<file path="src/sv/weighted_moving_average_top_macros.svh">
// Assertion macros for the weighted moving average block.
`ifndef WEIGHTED_MOVING_AVERAGE_TOP_MACROS_SVH
`define WEIGHTED_MOVING_AVERAGE_TOP_MACROS_SVH
`ifndef SYNTHESIS
`define WMA_ASSERT(label, clk, rst_n, prop, msg) \
  label: assert property (@(posedge clk) disable iff (!rst_n) (prop)) else $error(msg);
`define WMA_ASSERT_NEXT(label, clk, rst_n, ante, cons, msg) \
  label: assert property (@(posedge clk) disable iff (!rst_n) (ante) |=> (cons)) \
    else $error(msg);
`else
`define WMA_ASSERT(label, clk, rst_n, prop, msg)
`define WMA_ASSERT_NEXT(label, clk, rst_n, ante, cons, msg)
`endif
`endif

</file>
<file path="src/sv/wma_pkg.sv">
// Shared types and constants of the weighted moving average block.
`default_nettype none
package wma_pkg;
  localparam int unsigned MaxTaps = 6;
  localparam int unsigned CntW = 3;
  localparam int unsigned IdxW = 3;
  localparam int unsigned CfgW = 16;
  localparam int unsigned AccW = 36;
  localparam int unsigned DenW = 20;

  localparam logic [IdxW-1:0] RegWindow = 3'd0;
  localparam logic [IdxW-1:0] RegWeightLast = 3'd6;

  // One request handed from the front end to the arithmetic back end.
  typedef struct packed {
    logic signed [MaxTaps-1:0][15:0] hist;
    logic [CntW-1:0] used;
  } job_t;
endpackage
`default_nettype wire

</file>
<file path="src/sv/wma_front.sv">
// Front end: sample history, window bookkeeping and the job queue.
`default_nettype none
module wma_front import wma_pkg::*; (
  input  wire logic clk_i,
  input  wire logic rst_ni,
  input  wire logic [2:0] window_length_i,
  input  wire logic sample_valid_i,
  output logic sample_stall_o,
  input  wire logic signed [15:0] sample_i,
  output logic job_valid_o,
  input  wire logic job_take_i,
  output job_t job_o
);
  logic signed [MaxTaps-1:0][15:0] hist_q, hist_d;
  logic [CntW-1:0] held_q, held_d, win;
  job_t q_mem_q [2];
  logic [0:0] wr_q, rd_q;
  logic [1:0] cnt_q;
  logic push;

  always_comb begin
    win = window_length_i;
    if (win == '0) win = 3'd1;
    if (win > CntW'(MaxTaps)) win = CntW'(MaxTaps);
    held_d = (held_q + 3'd1 > win) ? win : held_q + 3'd1;
    hist_d = {hist_q[MaxTaps-2:0], sample_i};
  end

  assign sample_stall_o = (cnt_q == 2'd2);
  assign push = sample_valid_i && !sample_stall_o;
  assign job_valid_o = (cnt_q != 2'd0);
  assign job_o = q_mem_q[rd_q];

  always_ff @(posedge clk_i or negedge rst_ni) begin
    if (!rst_ni) begin
      hist_q <= '0;
      held_q <= '0;
      wr_q <= '0;
      rd_q <= '0;
      cnt_q <= '0;
    end else begin
      if (push) begin
        hist_q <= hist_d;
        held_q <= held_d;
        wr_q <= ~wr_q;
      end
      if (job_take_i) rd_q <= ~rd_q;
      cnt_q <= cnt_q + {1'b0, push} - {1'b0, job_take_i};
    end
  end

  always_ff @(posedge clk_i) begin
    if (push) q_mem_q[wr_q] <= '{hist: hist_d, used: held_d};
  end
endmodule
`default_nettype wire

</file>
<file path="src/sv/wma_back.sv">
// Back end: serial multiply-accumulate, restoring division and saturation.
`default_nettype none
module wma_back import wma_pkg::*; (
  input  wire logic clk_i,
  input  wire logic rst_ni,
  input  wire logic signed [MaxTaps-1:0][15:0] weight_i,
  input  wire logic job_valid_i,
  output logic job_take_o,
  input  wire job_t job_i,
  output logic result_valid_o,
  input  wire logic result_stall_i,
  output logic signed [15:0] average_o,
  output logic saturated_o,
  output logic zero_weight_sum_o,
  output logic [2:0] samples_used_o
);
  localparam logic [1:0] StIdle = 2'd0;
  localparam logic [1:0] StMac = 2'd1;
  localparam logic [1:0] StDiv = 2'd2;
  localparam logic [1:0] StDone = 2'd3;

  logic [1:0] st_q;
  job_t job_q;
  logic [2:0] tap_q;
  logic [5:0] bit_q;
  logic signed [AccW-1:0] wsum_q;
  logic signed [DenW-1:0] tsum_q;
  logic [AccW-1:0] quo_q;
  logic [DenW:0] rem_q;
  logic neg_q;
  logic signed [31:0] prod;
  logic [AccW-1:0] num_abs;
  logic [DenW-1:0] den_abs;
  logic [DenW:0] trial;
  logic [AccW-1:0] quo_next;
  logic signed [AccW:0] qs;
  logic signed [AccW-1:0] zsum;

  assign prod = $signed(job_q.hist[tap_q]) * $signed(weight_i[tap_q]);
  assign num_abs = wsum_q[AccW-1] ? AccW'(-wsum_q) : AccW'(wsum_q);
  assign den_abs = tsum_q[DenW-1] ? DenW'(-tsum_q) : DenW'(tsum_q);
  assign trial = {rem_q[DenW-1:0], quo_q[AccW-1]};
  assign quo_next = {quo_q[AccW-2:0], (trial >= {1'b0, den_abs})};
  assign qs = neg_q ? -$signed({1'b0, quo_next}) : $signed({1'b0, quo_next});
  assign zsum = wsum_q >>> 8;
  assign job_take_o = (st_q == StIdle) && job_valid_i;
  assign result_valid_o = (st_q == StDone);

  always_ff @(posedge clk_i or negedge rst_ni) begin
    if (!rst_ni) begin
      st_q <= StIdle;
    end else begin
      unique case (st_q)
        StIdle: if (job_valid_i) st_q <= StMac;
        StMac: if (tap_q + 3'd1 >= job_q.used) st_q <= StDiv;
        StDiv: if (tsum_q == '0 || bit_q == 6'd0) st_q <= StDone;
        StDone: if (!result_stall_i) st_q <= StIdle;
        default: st_q <= StIdle;
      endcase
    end
  end

  always_ff @(posedge clk_i) begin
    unique case (st_q)
      StIdle: begin
        job_q <= job_i;
        tap_q <= '0;
        wsum_q <= '0;
        tsum_q <= '0;
        rem_q <= '0;
        bit_q <= 6'(AccW);
      end
      StMac: begin
        wsum_q <= wsum_q + AccW'(prod);
        tsum_q <= tsum_q + DenW'($signed(weight_i[tap_q]));
        tap_q <= tap_q + 3'd1;
        quo_q <= '0;
      end
      StDiv: begin
        if (bit_q == 6'(AccW)) begin
          // Load magnitudes; the quotient register shifts out the dividend.
          quo_q <= num_abs;
          neg_q <= wsum_q[AccW-1] ^ tsum_q[DenW-1];
          bit_q <= bit_q - 6'd1;
        end else begin
          if (bit_q == 6'd0) bit_q <= bit_q;
          else bit_q <= bit_q - 6'd1;
          if (trial >= {1'b0, den_abs}) begin
            rem_q <= trial - {1'b0, den_abs};
            quo_q <= {quo_q[AccW-2:0], 1'b1};
          end else begin
            rem_q <= trial;
            quo_q <= {quo_q[AccW-2:0], 1'b0};
          end
        end
        if (tsum_q == '0) begin
          zero_weight_sum_o <= 1'b1;
          saturated_o <= (zsum > 36'sd32767) || (zsum < -36'sd32768);
          average_o <= (zsum > 36'sd32767) ? 16'sh7fff :
                       (zsum < -36'sd32768) ? -16'sh8000 : zsum[15:0];
          samples_used_o <= job_q.used;
        end
      end
      StDone: ;
      default: ;
    endcase
    if (st_q == StDiv && tsum_q != '0 && bit_q == 6'd0) begin
      zero_weight_sum_o <= 1'b0;
      saturated_o <= (qs > 37'sd32767) || (qs < -37'sd32768);
      average_o <= (qs > 37'sd32767) ? 16'sh7fff :
                   (qs < -37'sd32768) ? -16'sh8000 : qs[15:0];
      samples_used_o <= job_q.used;
    end
  end
endmodule
`default_nettype wire

</file>
<file path="src/sv/weighted_moving_average_top.sv">
// Top level of the weighted moving average block.
//
//  channel  | handshake                        | payload
//  ---------+----------------------------------+--------------------------------
//  sample   | sample_valid_i / sample_stall_o  | sample_i
//  result   | result_valid_o / result_stall_i  | average_o, saturated_o, ...
//  config   | cfg_we_i                         | cfg_index_i, cfg_data_i
//
// In the back end an item passes a load state, one multiply-accumulate step per
// used tap on the single 16x16 multiplier, a load and 36 steps of the restoring
// divider (skipped when the weight sum is zero), and a state holding the result.
// The front end queues up to two requests, so samples keep entering meanwhile.
// Reset restores window length 6, unity weights and an empty history.
// A stalled result holds the back end; the queue then fills and stalls samples.
`default_nettype none
`include "weighted_moving_average_top_macros.svh"
module weighted_moving_average_top import wma_pkg::*; (
  input  wire logic clk_i,
  input  wire logic rst_ni,
  input  wire logic cfg_we_i,
  input  wire logic [IdxW-1:0] cfg_index_i,
  input  wire logic [CfgW-1:0] cfg_data_i,
  input  wire logic sample_valid_i,
  output logic sample_stall_o,
  input  wire logic signed [15:0] sample_i,
  output logic result_valid_o,
  input  wire logic result_stall_i,
  output logic signed [15:0] average_o,
  output logic saturated_o,
  output logic zero_weight_sum_o,
  output logic [2:0] samples_used_o
);
  logic [2:0] window_q;
  logic signed [MaxTaps-1:0][15:0] weight_q;
  logic job_valid, job_take;
  job_t job;

  // Configuration registers; indexes beyond the last weight are ignored.
  always_ff @(posedge clk_i or negedge rst_ni) begin
    if (!rst_ni) begin
      window_q <= 3'd6;
      weight_q <= {MaxTaps{16'sd256}};
    end else if (cfg_we_i) begin
      if (cfg_index_i == RegWindow) window_q <= cfg_data_i[2:0];
      else if (cfg_index_i <= RegWeightLast)
        weight_q[cfg_index_i - 3'd1] <= cfg_data_i;
    end
  end

  wma_front u_front (
    .clk_i, .rst_ni,
    .window_length_i(window_q),
    .sample_valid_i, .sample_stall_o, .sample_i,
    .job_valid_o(job_valid), .job_take_i(job_take), .job_o(job)
  );

  wma_back u_back (
    .clk_i, .rst_ni,
    .weight_i(weight_q),
    .job_valid_i(job_valid), .job_take_o(job_take), .job_i(job),
    .result_valid_o, .result_stall_i,
    .average_o, .saturated_o, .zero_weight_sum_o, .samples_used_o
  );

  `WMA_ASSERT(a_used_range, clk_i, rst_ni, !result_valid_o || (samples_used_o != 3'd0 && samples_used_o <= 3'd6), "samples used out of range")
  `WMA_ASSERT(a_take_valid, clk_i, rst_ni, !job_take || job_valid, "job taken from empty queue")
  `WMA_ASSERT_NEXT(a_sat_hold, clk_i, rst_ni, result_valid_o && result_stall_i, $stable(average_o) && result_valid_o, "stalled result changed")
endmodule
`default_nettype wire

</file>
<file path="config.mk">
export PLATFORM = sky130hd
export DESIGN_NAME = weighted_moving_average_top
export DESIGN_NICKNAME = d
export VERILOG_FILES = /design/src/sv/wma_pkg.sv /design/src/sv/wma_front.sv /design/src/sv/wma_back.sv /design/src/sv/weighted_moving_average_top.sv
export VERILOG_INCLUDE_DIRS = /design/src /design/src/sv
export SDC_FILE = /design/constraint.sdc
export NUM_CORES = 2
export LEC_CHECK = 0
export BUFFER_PORTS_ARGS = -buffer_cell sky130_fd_sc_hd__buf_2
export CORE_ASPECT_RATIO = 1.75
export CORE_MARGIN = 5
export CORE_UTILIZATION = 50
export DETAILED_ROUTE_END_ITERATION = 16
export PLACE_DENSITY = 0.62
export REMOVE_ABC_BUFFERS = 1
export SETUP_SLACK_MARGIN = 0.3
export SYNTH_ARGS = -nofsm -noshare
export SYNTH_HDL_FRONTEND = slang
export SYNTH_SLANG_ARGS = --single-unit
</file>
<file path="constraint.sdc">
create_clock -name clk_i -period 10.2 [get_ports clk_i]
set_input_delay 1.53 -clock clk_i [delete_from_list [all_inputs] [get_ports clk_i]]
set_output_delay 1.53 -clock clk_i [all_outputs]
set_load 0.02 [all_outputs]
</file>
# Word-level counts from Yosys, hierarchy flattened
# Memories as Yosys holds them, arrays and structs flattened. A register that Yosys moved wholly into a read port is not among the register bits.
# Index checks and enable logic that the tools add are counted.
dict set report totals {
  reg_bits 331
  ram_bits 198
  inputBits 40
  mem_count 1
  wordCells 143
}
dict set report op_classes {
  n_reduce_logical 29
  n_lt_le_gt_ge 12
  n_mul 1
  n_addsub 12
  bitwise_logic 4
  n_eq_ne 11
  n_mux 45
}
# memory depth width read_ports rd_clocked_by_memory_dff wr line_no
set mem_list {}
lappend mem_list {u_front.q_mem_q 2 99 1 1 1 wma_front.sv:16} ;# job_t q_mem_q [2];
# operator count
set op_table {}
lappend op_table {{$mux W16} 10}
lappend op_table {{$pmux W36 S2} 2}
lappend op_table {{$bmux W16 S3} 2}
lappend op_table {{$bwmux W96} 1}
lappend op_table {{$pmux W20 S2} 2}
lappend op_table {{$mux W36} 2}
lappend op_table {{$mux W20} 3}
lappend op_table {{$demux W16 S3} 1}
lappend op_table {{$gt A37 B16 Y1 const B} 1}
lappend op_table {{$lt A37 B16 Y1 const B} 1}
lappend op_table {{$mux W37} 1}
lappend op_table {{$neg A36 Y37} 1}
lappend op_table {{$add A36 B32 Y36} 1}
lappend op_table {{$neg A36 Y36} 1}
lappend op_table {{$mul A16 B16 Y32} 1}
lappend op_table {{$gt A28 B16 Y1 const B} 1}
lappend op_table {{$lt A28 B16 Y1 const B} 1}
lappend op_table {{$ge A21 B20 Y1} 1}
lappend op_table {{$add A20 B16 Y20} 1}
lappend op_table {{$logic_not A20 Y1} 1}
lappend op_table {{$neg A20 Y20} 1}
lappend op_table {{$reduce_bool A20 Y1} 1}
lappend op_table {{$sub A20 B20 Y20} 1}
lappend op_table {{$mux W3} 6}
lappend op_table {{other kinds (35)} 70}

# Logic depth before layout (Yosys ltp)
dict set report depth {
  word_depth 9
  mapped_depth 31
}

# Cells and area by module
# From an unflattened synthesis, not the netlist that was laid out.
dict set report hier_totals {
  cells_unflattened 3511
  area_unflattened_um2 40498.8
}
# mod cells_each instances seq_area_each_um2 area_per_inst_um2
set modules_own_cells {}
lappend modules_own_cells {wma_back 2589 1 7307.0 25966.2}
lappend modules_own_cells {wma_front 696 1 8122.8 10622.7}
lappend modules_own_cells {weighted_moving_average_top 226 1 2487.4 3910.0}

# Least setup slack after synthesis
# Ideal clock, no wire load.
dict set report synth_path {
  path_type {register to register}
  start {reg u_back.tap_q[0]}
  end {reg u_back.wsum_q[35], data pin}
  n_path_buf 3
  slack_ns 1.209
  stages_incl_launch_ff 28
  setup_time_ns 0.255
  arrival_ns 8.736
  synth_period_minus_slack_ns 8.991
  required_time_ns 9.945
  cell_sequence {edfxtp_1 > buf_1 > clkbuf_1 > buf_1 > mux2i_1 > nor2_1 > a21oi_1 > clkinv_1 > nand2_1 > inv_1 > fa_1 > fa_1 > inv_1 > fa_1 > fa_1 > fa_1 > fa_1 > inv_1 > ha_1 > a21o_1 > a21o_1 > a21oi_1 > nand2_1 > o211ai_1 > a21oi_1 > a221oi_1 > xnor2_1 > and2_1}
}
dict set report synth_via {
  elab_chain_len 5
  elab_cells_between_ends 7
  cone_classes {add/sub: 1; mul: 1; mux: 5}
}
# item line_no
set synth_rtl {}
lappend synth_rtl {{from (decl)} wma_back.sv:24} ;# logic [2:0] tap_q;
lappend synth_rtl {{from (signal assigned)} wma_back.sv:76} ;# tap_q <= tap_q + 3'd1;
lappend synth_rtl {{$bmux W16 S3} wma_back.sv:39} ;# assign prod = $signed(job_q.hist[tap_q]) * $signed(weight_i[tap_q]);
lappend synth_rtl {{$mux W16 (implied by the code)} wma_back.sv:39}
lappend synth_rtl {{$mul A16 B16 Y32 *} wma_back.sv:39}
lappend synth_rtl {{$add A36 B32 Y36 *} wma_back.sv:74} ;# wsum_q <= wsum_q + AccW'(prod);
lappend synth_rtl {{$pmux W36 S2 *} wma_back.sv:64} ;# unique case (st_q)
lappend synth_rtl {{to (signal assigned)} wma_back.sv:74}
lappend synth_rtl {{to (decl)} wma_back.sv:26} ;# logic signed [AccW-1:0] wsum_q;
# Every way passes the cells marked *; elsewhere a longest branch is shown, timed or not. The select of a mux whose other input is x is not followed.
# A chain may end at the register's enable or synchronous reset.

# Final worst setup path
dict set report layout_path {
  start {reg u_back.tap_q[0]}
  end {reg u_back.wsum_q[32], data pin}
}
# The elaborated chain is that of the path after synthesis.

==> flow_metrics.env <==
export IMPL_multi_input_area_um2=20500
export IMPL_grt_pass1_vias=27730
export IMPL_cp_max_fo=12
export IMPL_syn_avg_cell_area_um2=11.6
export IMPL_clkLatencyLatePin_ns=0.67
export IMPL_ys_seq_area_frac=0.445
export IMPL_wl_per_cell_um=20.8
export IMPL_vias=25479
export IMPL_cpPeakStageDelay_ns=0.79
export IMPL_critPathArrivalTime_ns=9.27
export IMPL_rsz0062_at_grt="false"
export IMPL_cts_buffers=60
export IMPL_finalNetCount=4048
export IMPL_drive_gt1_frac=0.144
export IMPL_worst_pin_slew_ns=1.06
export IMPL_routabilityCongestion=0.960
export IMPL_seq_area_um2=17900
export IMPL_slowest_stage="edfxtp_1"
export IMPL_rows=137
export IMPL_place_hpwl_um=73500
export IMPL_fin_hold_ws_ns=0.454
export IMPL_drc_errors=0
export IMPL_track_usage=0.226
export IMPL_synth_seq_cells=628
export IMPL_grt_start_max_net_pins=71
export IMPL_htreeDepth=2
export IMPL_status="completed"
export IMPL_synth_edf_count=439
export IMPL_dp_cells=4504
export IMPL_synthFlopType="edfxtp_1"
export IMPL_endpoint_kind="register"
export IMPL_crit_required_ns=10.57
export IMPL_grt_pass1_wl_um=155000
export IMPL_finalMaxSlewViolations=0
export IMPL_dieWidth_um=224
export IMPL_max_freq_mhz=112
export IMPL_die_area_um2=86500
export IMPL_num_fill_cells=6935
export IMPL_core_region_area_um2=79900
export IMPL_clk_pin_slew_worst_paths_ns=0.06
export IMPL_worst_setup_path_start_kind="register"
export IMPL_dr_pass1_iters=5
export IMPL_fin_crit_sh=0.872
export IMPL_cp_common_cell="fa_1"
export IMPL_stdcell_count=4623
export IMPL_maxCapViolCount=0
export IMPL_yosysWarnings=0
export IMPL_cp_cell_sequence="buf_4, mux4_2, a21oi_1, nor2_1, fa_1, fa_1, inv_1, fa_1, inv_1, fa_1, fa_1, fa_1, ha_1, a21o_1, a21o_1, a21oi_1, o2111ai_1, a31oi_1, o21ai_0, a41oi_1, nor2b_1, o21bai_1, xor2_1, and2_1"
export IMPL_finClkSkew_ns=0.0521
export IMPL_ant_nets=0
export IMPL_areaGrowthSynthToFinish_pct=9.55
export IMPL_cts_tree="done"
export IMPL_die_y_um=385
export IMPL_synthArstFlopShare=0.299
export IMPL_wirelength_um=96100
export IMPL_hold_viol_final=0
export IMPL_place_area_um2=42000
export IMPL_cts_sinks=628
export IMPL_post_cts_setup_buffer_count=0
export IMPL_start_util=0.504
export IMPL_root_buffer="clkbuf_16"
export IMPL_final_setup_tns_ns=0
export IMPL_period_needed_ns=8.90
export IMPL_ioPinCount=63
export IMPL_grt_overflow=0
export IMPL_antenna_found_initial=11
export IMPL_postCtsResizedCells=0
export IMPL_io_buffers=62
export IMPL_min_path_type="register to register"
export IMPL_syn_inst=3460
export IMPL_synth_area_um2=40300
export IMPL_viasPerCell=5.51
export IMPL_relSlewSlack=0.291
export IMPL_clockBufferDepth=3
export IMPL_dr_first_iter_drc_count=1340
export IMPL_crit_type="register to register"
export IMPL_synth_distinct_cells=86
export IMPL_finalSetupViolations=0
export IMPL_hold_buffers=0
export IMPL_final_area_um2=44100
critical path: cells and delay by family (launching register included):
family / cells / cell delay [ns]
AO/OA/AOI/OAI: 9 / 2.66
multiplexers: 1 / 0.56
flip-flops: 1 / 0.79
adder cells (fa/ha/maj): 7 / 3.40
XOR/XNOR: 1 / 0.14
buffers and inverters: 3 / 0.49
AND/OR/NAND/NOR: 3 / 0.54
final cells by class:
class,instances,area share
flip-flops and latches,628,0.406
well taps,1042,0.0296
inverters,376,0.0320
diodes,5,0.000284
clock buffers,85,0.0397
repair buffers,129,0.0189
multi-input cells,2329,0.465
clock inverters,29,0.00854
flip-flops by register name, indices dropped and copies added, names as in the netlist, 2 cells and up:
name and cells:
window_q 3, u_back.tsum_q 20, u_back.st_q 2, u_back.job_q 99
u_back.quo_q 36, u_back.samples_used_o 3, weight_q 96, u_back.rem_q 20
u_back.wsum_q 36, u_front.held_q 3, u_back.average_o 16, u_front.q_mem_q 198
u_back.tap_q 3, u_front.cnt_q 2, u_back.bit_q 6, u_front.hist_d 80
final timing paths:
check / start / to / slack [ns] / depth (start not counted)
hold reg to reg: u_back.job_q[1] / u_back.samples_used_o[1] / 0.45 / 0
max in group asynchronous: rst_ni / weight_q[12] / 7.93 / 2
setup reg to reg: u_back.tap_q[0] / u_back.wsum_q[32] / 1.30 / 24
setup / recovery: u_back.tap_q[0] / u_back.wsum_q[32] / 1.30 / 24
hold / removal: u_back.job_q[1] / u_back.samples_used_o[1] / 0.45 / 0
min in group asynchronous: rst_ni / u_front.hist_d[66] / 0.84 / 1
cell families after synthesis:
family / Yosys count / share of synthesized area
DFF: 628 / 0.445
xor gates and xnor gates: 141 / 0.0307
AOI/OAI and AO/OA: 404 / 0.0681
buffers and inverters: 503 / 0.0472
and+or+nand+nor: 1029 / 0.116
muxes: 270 / 0.0834
adders and majority gates: 485 / 0.210
placed cells by master (no fill, tap or decap), types with 10 or more instances in the layout:
| master | count |
|---|---|
| nand2_1 | 529 |
| nand4_1 | 13 |
| buf_2 | 61 |
| o21ai_0 | 82 |
| a21o_1 | 39 |
| a31oi_1 | 10 |
| mux4_2 | 32 |
| mux2i_1 | 36 |
| nor2_1 | 181 |
| xnor2_1 | 67 |
| a21oi_2 | 10 |
| o31ai_1 | 25 |
| o21ai_1 | 20 |
| o211ai_1 | 11 |
| fa_1 | 316 |
| or3_1 | 25 |
| buf_4 | 66 |
| inv_1 | 368 |
| clkinv_2 | 12 |
| dfrtp_1 | 179 |
| and3_1 | 14 |
| ha_1 | 166 |
| nand2b_1 | 26 |
| xor2_1 | 74 |
| o41ai_1 | 12 |
| clkbuf_16 | 63 |
| a21oi_1 | 90 |
| clkbuf_1 | 13 |
| nand3_1 | 30 |
| and2_1 | 81 |
| edfxtp_1 | 439 |
| nor3_1 | 32 |
| o211a_1 | 35 |
| nor2b_1 | 29 |
| mux2_2 | 202 |
| or4_1 | 12 |
| clkbuf_8 | 10 |
cells in the mapped netlist (all sizes together) (35+ instances only):
library cell	n	area, um2
o211a	35	350
nor2	184	693
ha	168	2100
edfxtp	439	13200
xnor2	67	587
dfrtp	180	4500
nand2	529	1990
fa	316	6330
mux2	202	2270
o21ai	103	519
clkbuf	111	417
inv	371	1390
xor2	74	648
and2	81	507
mux2i	36	360
a21oi	100	538
a21o	39	293
through the flow:
stage	setup slack (ns)	utilization
after floorplan	0.159	-
after global placement	1.41	0.525
after detailed placement	1.27	0.525
after CTS	1.21	0.552
after global routing	0.800	0.552
final	1.30	0.552
layer usage:
layer / global-route usage / wire length, um / up-vias
met5: 0 / 69 / -
met4: 0.0898 / 4170 / 12
met3: 0.0277 / 3570 / 199
met2: 0.425 / 52400 / 562
met1: 0.259 / 35800 / 12826
li1: - / - / 11880
Power is left out: the tool's default activity adds up to more than one toggle a clock period on the data nets, which glitch-free logic cannot reach.
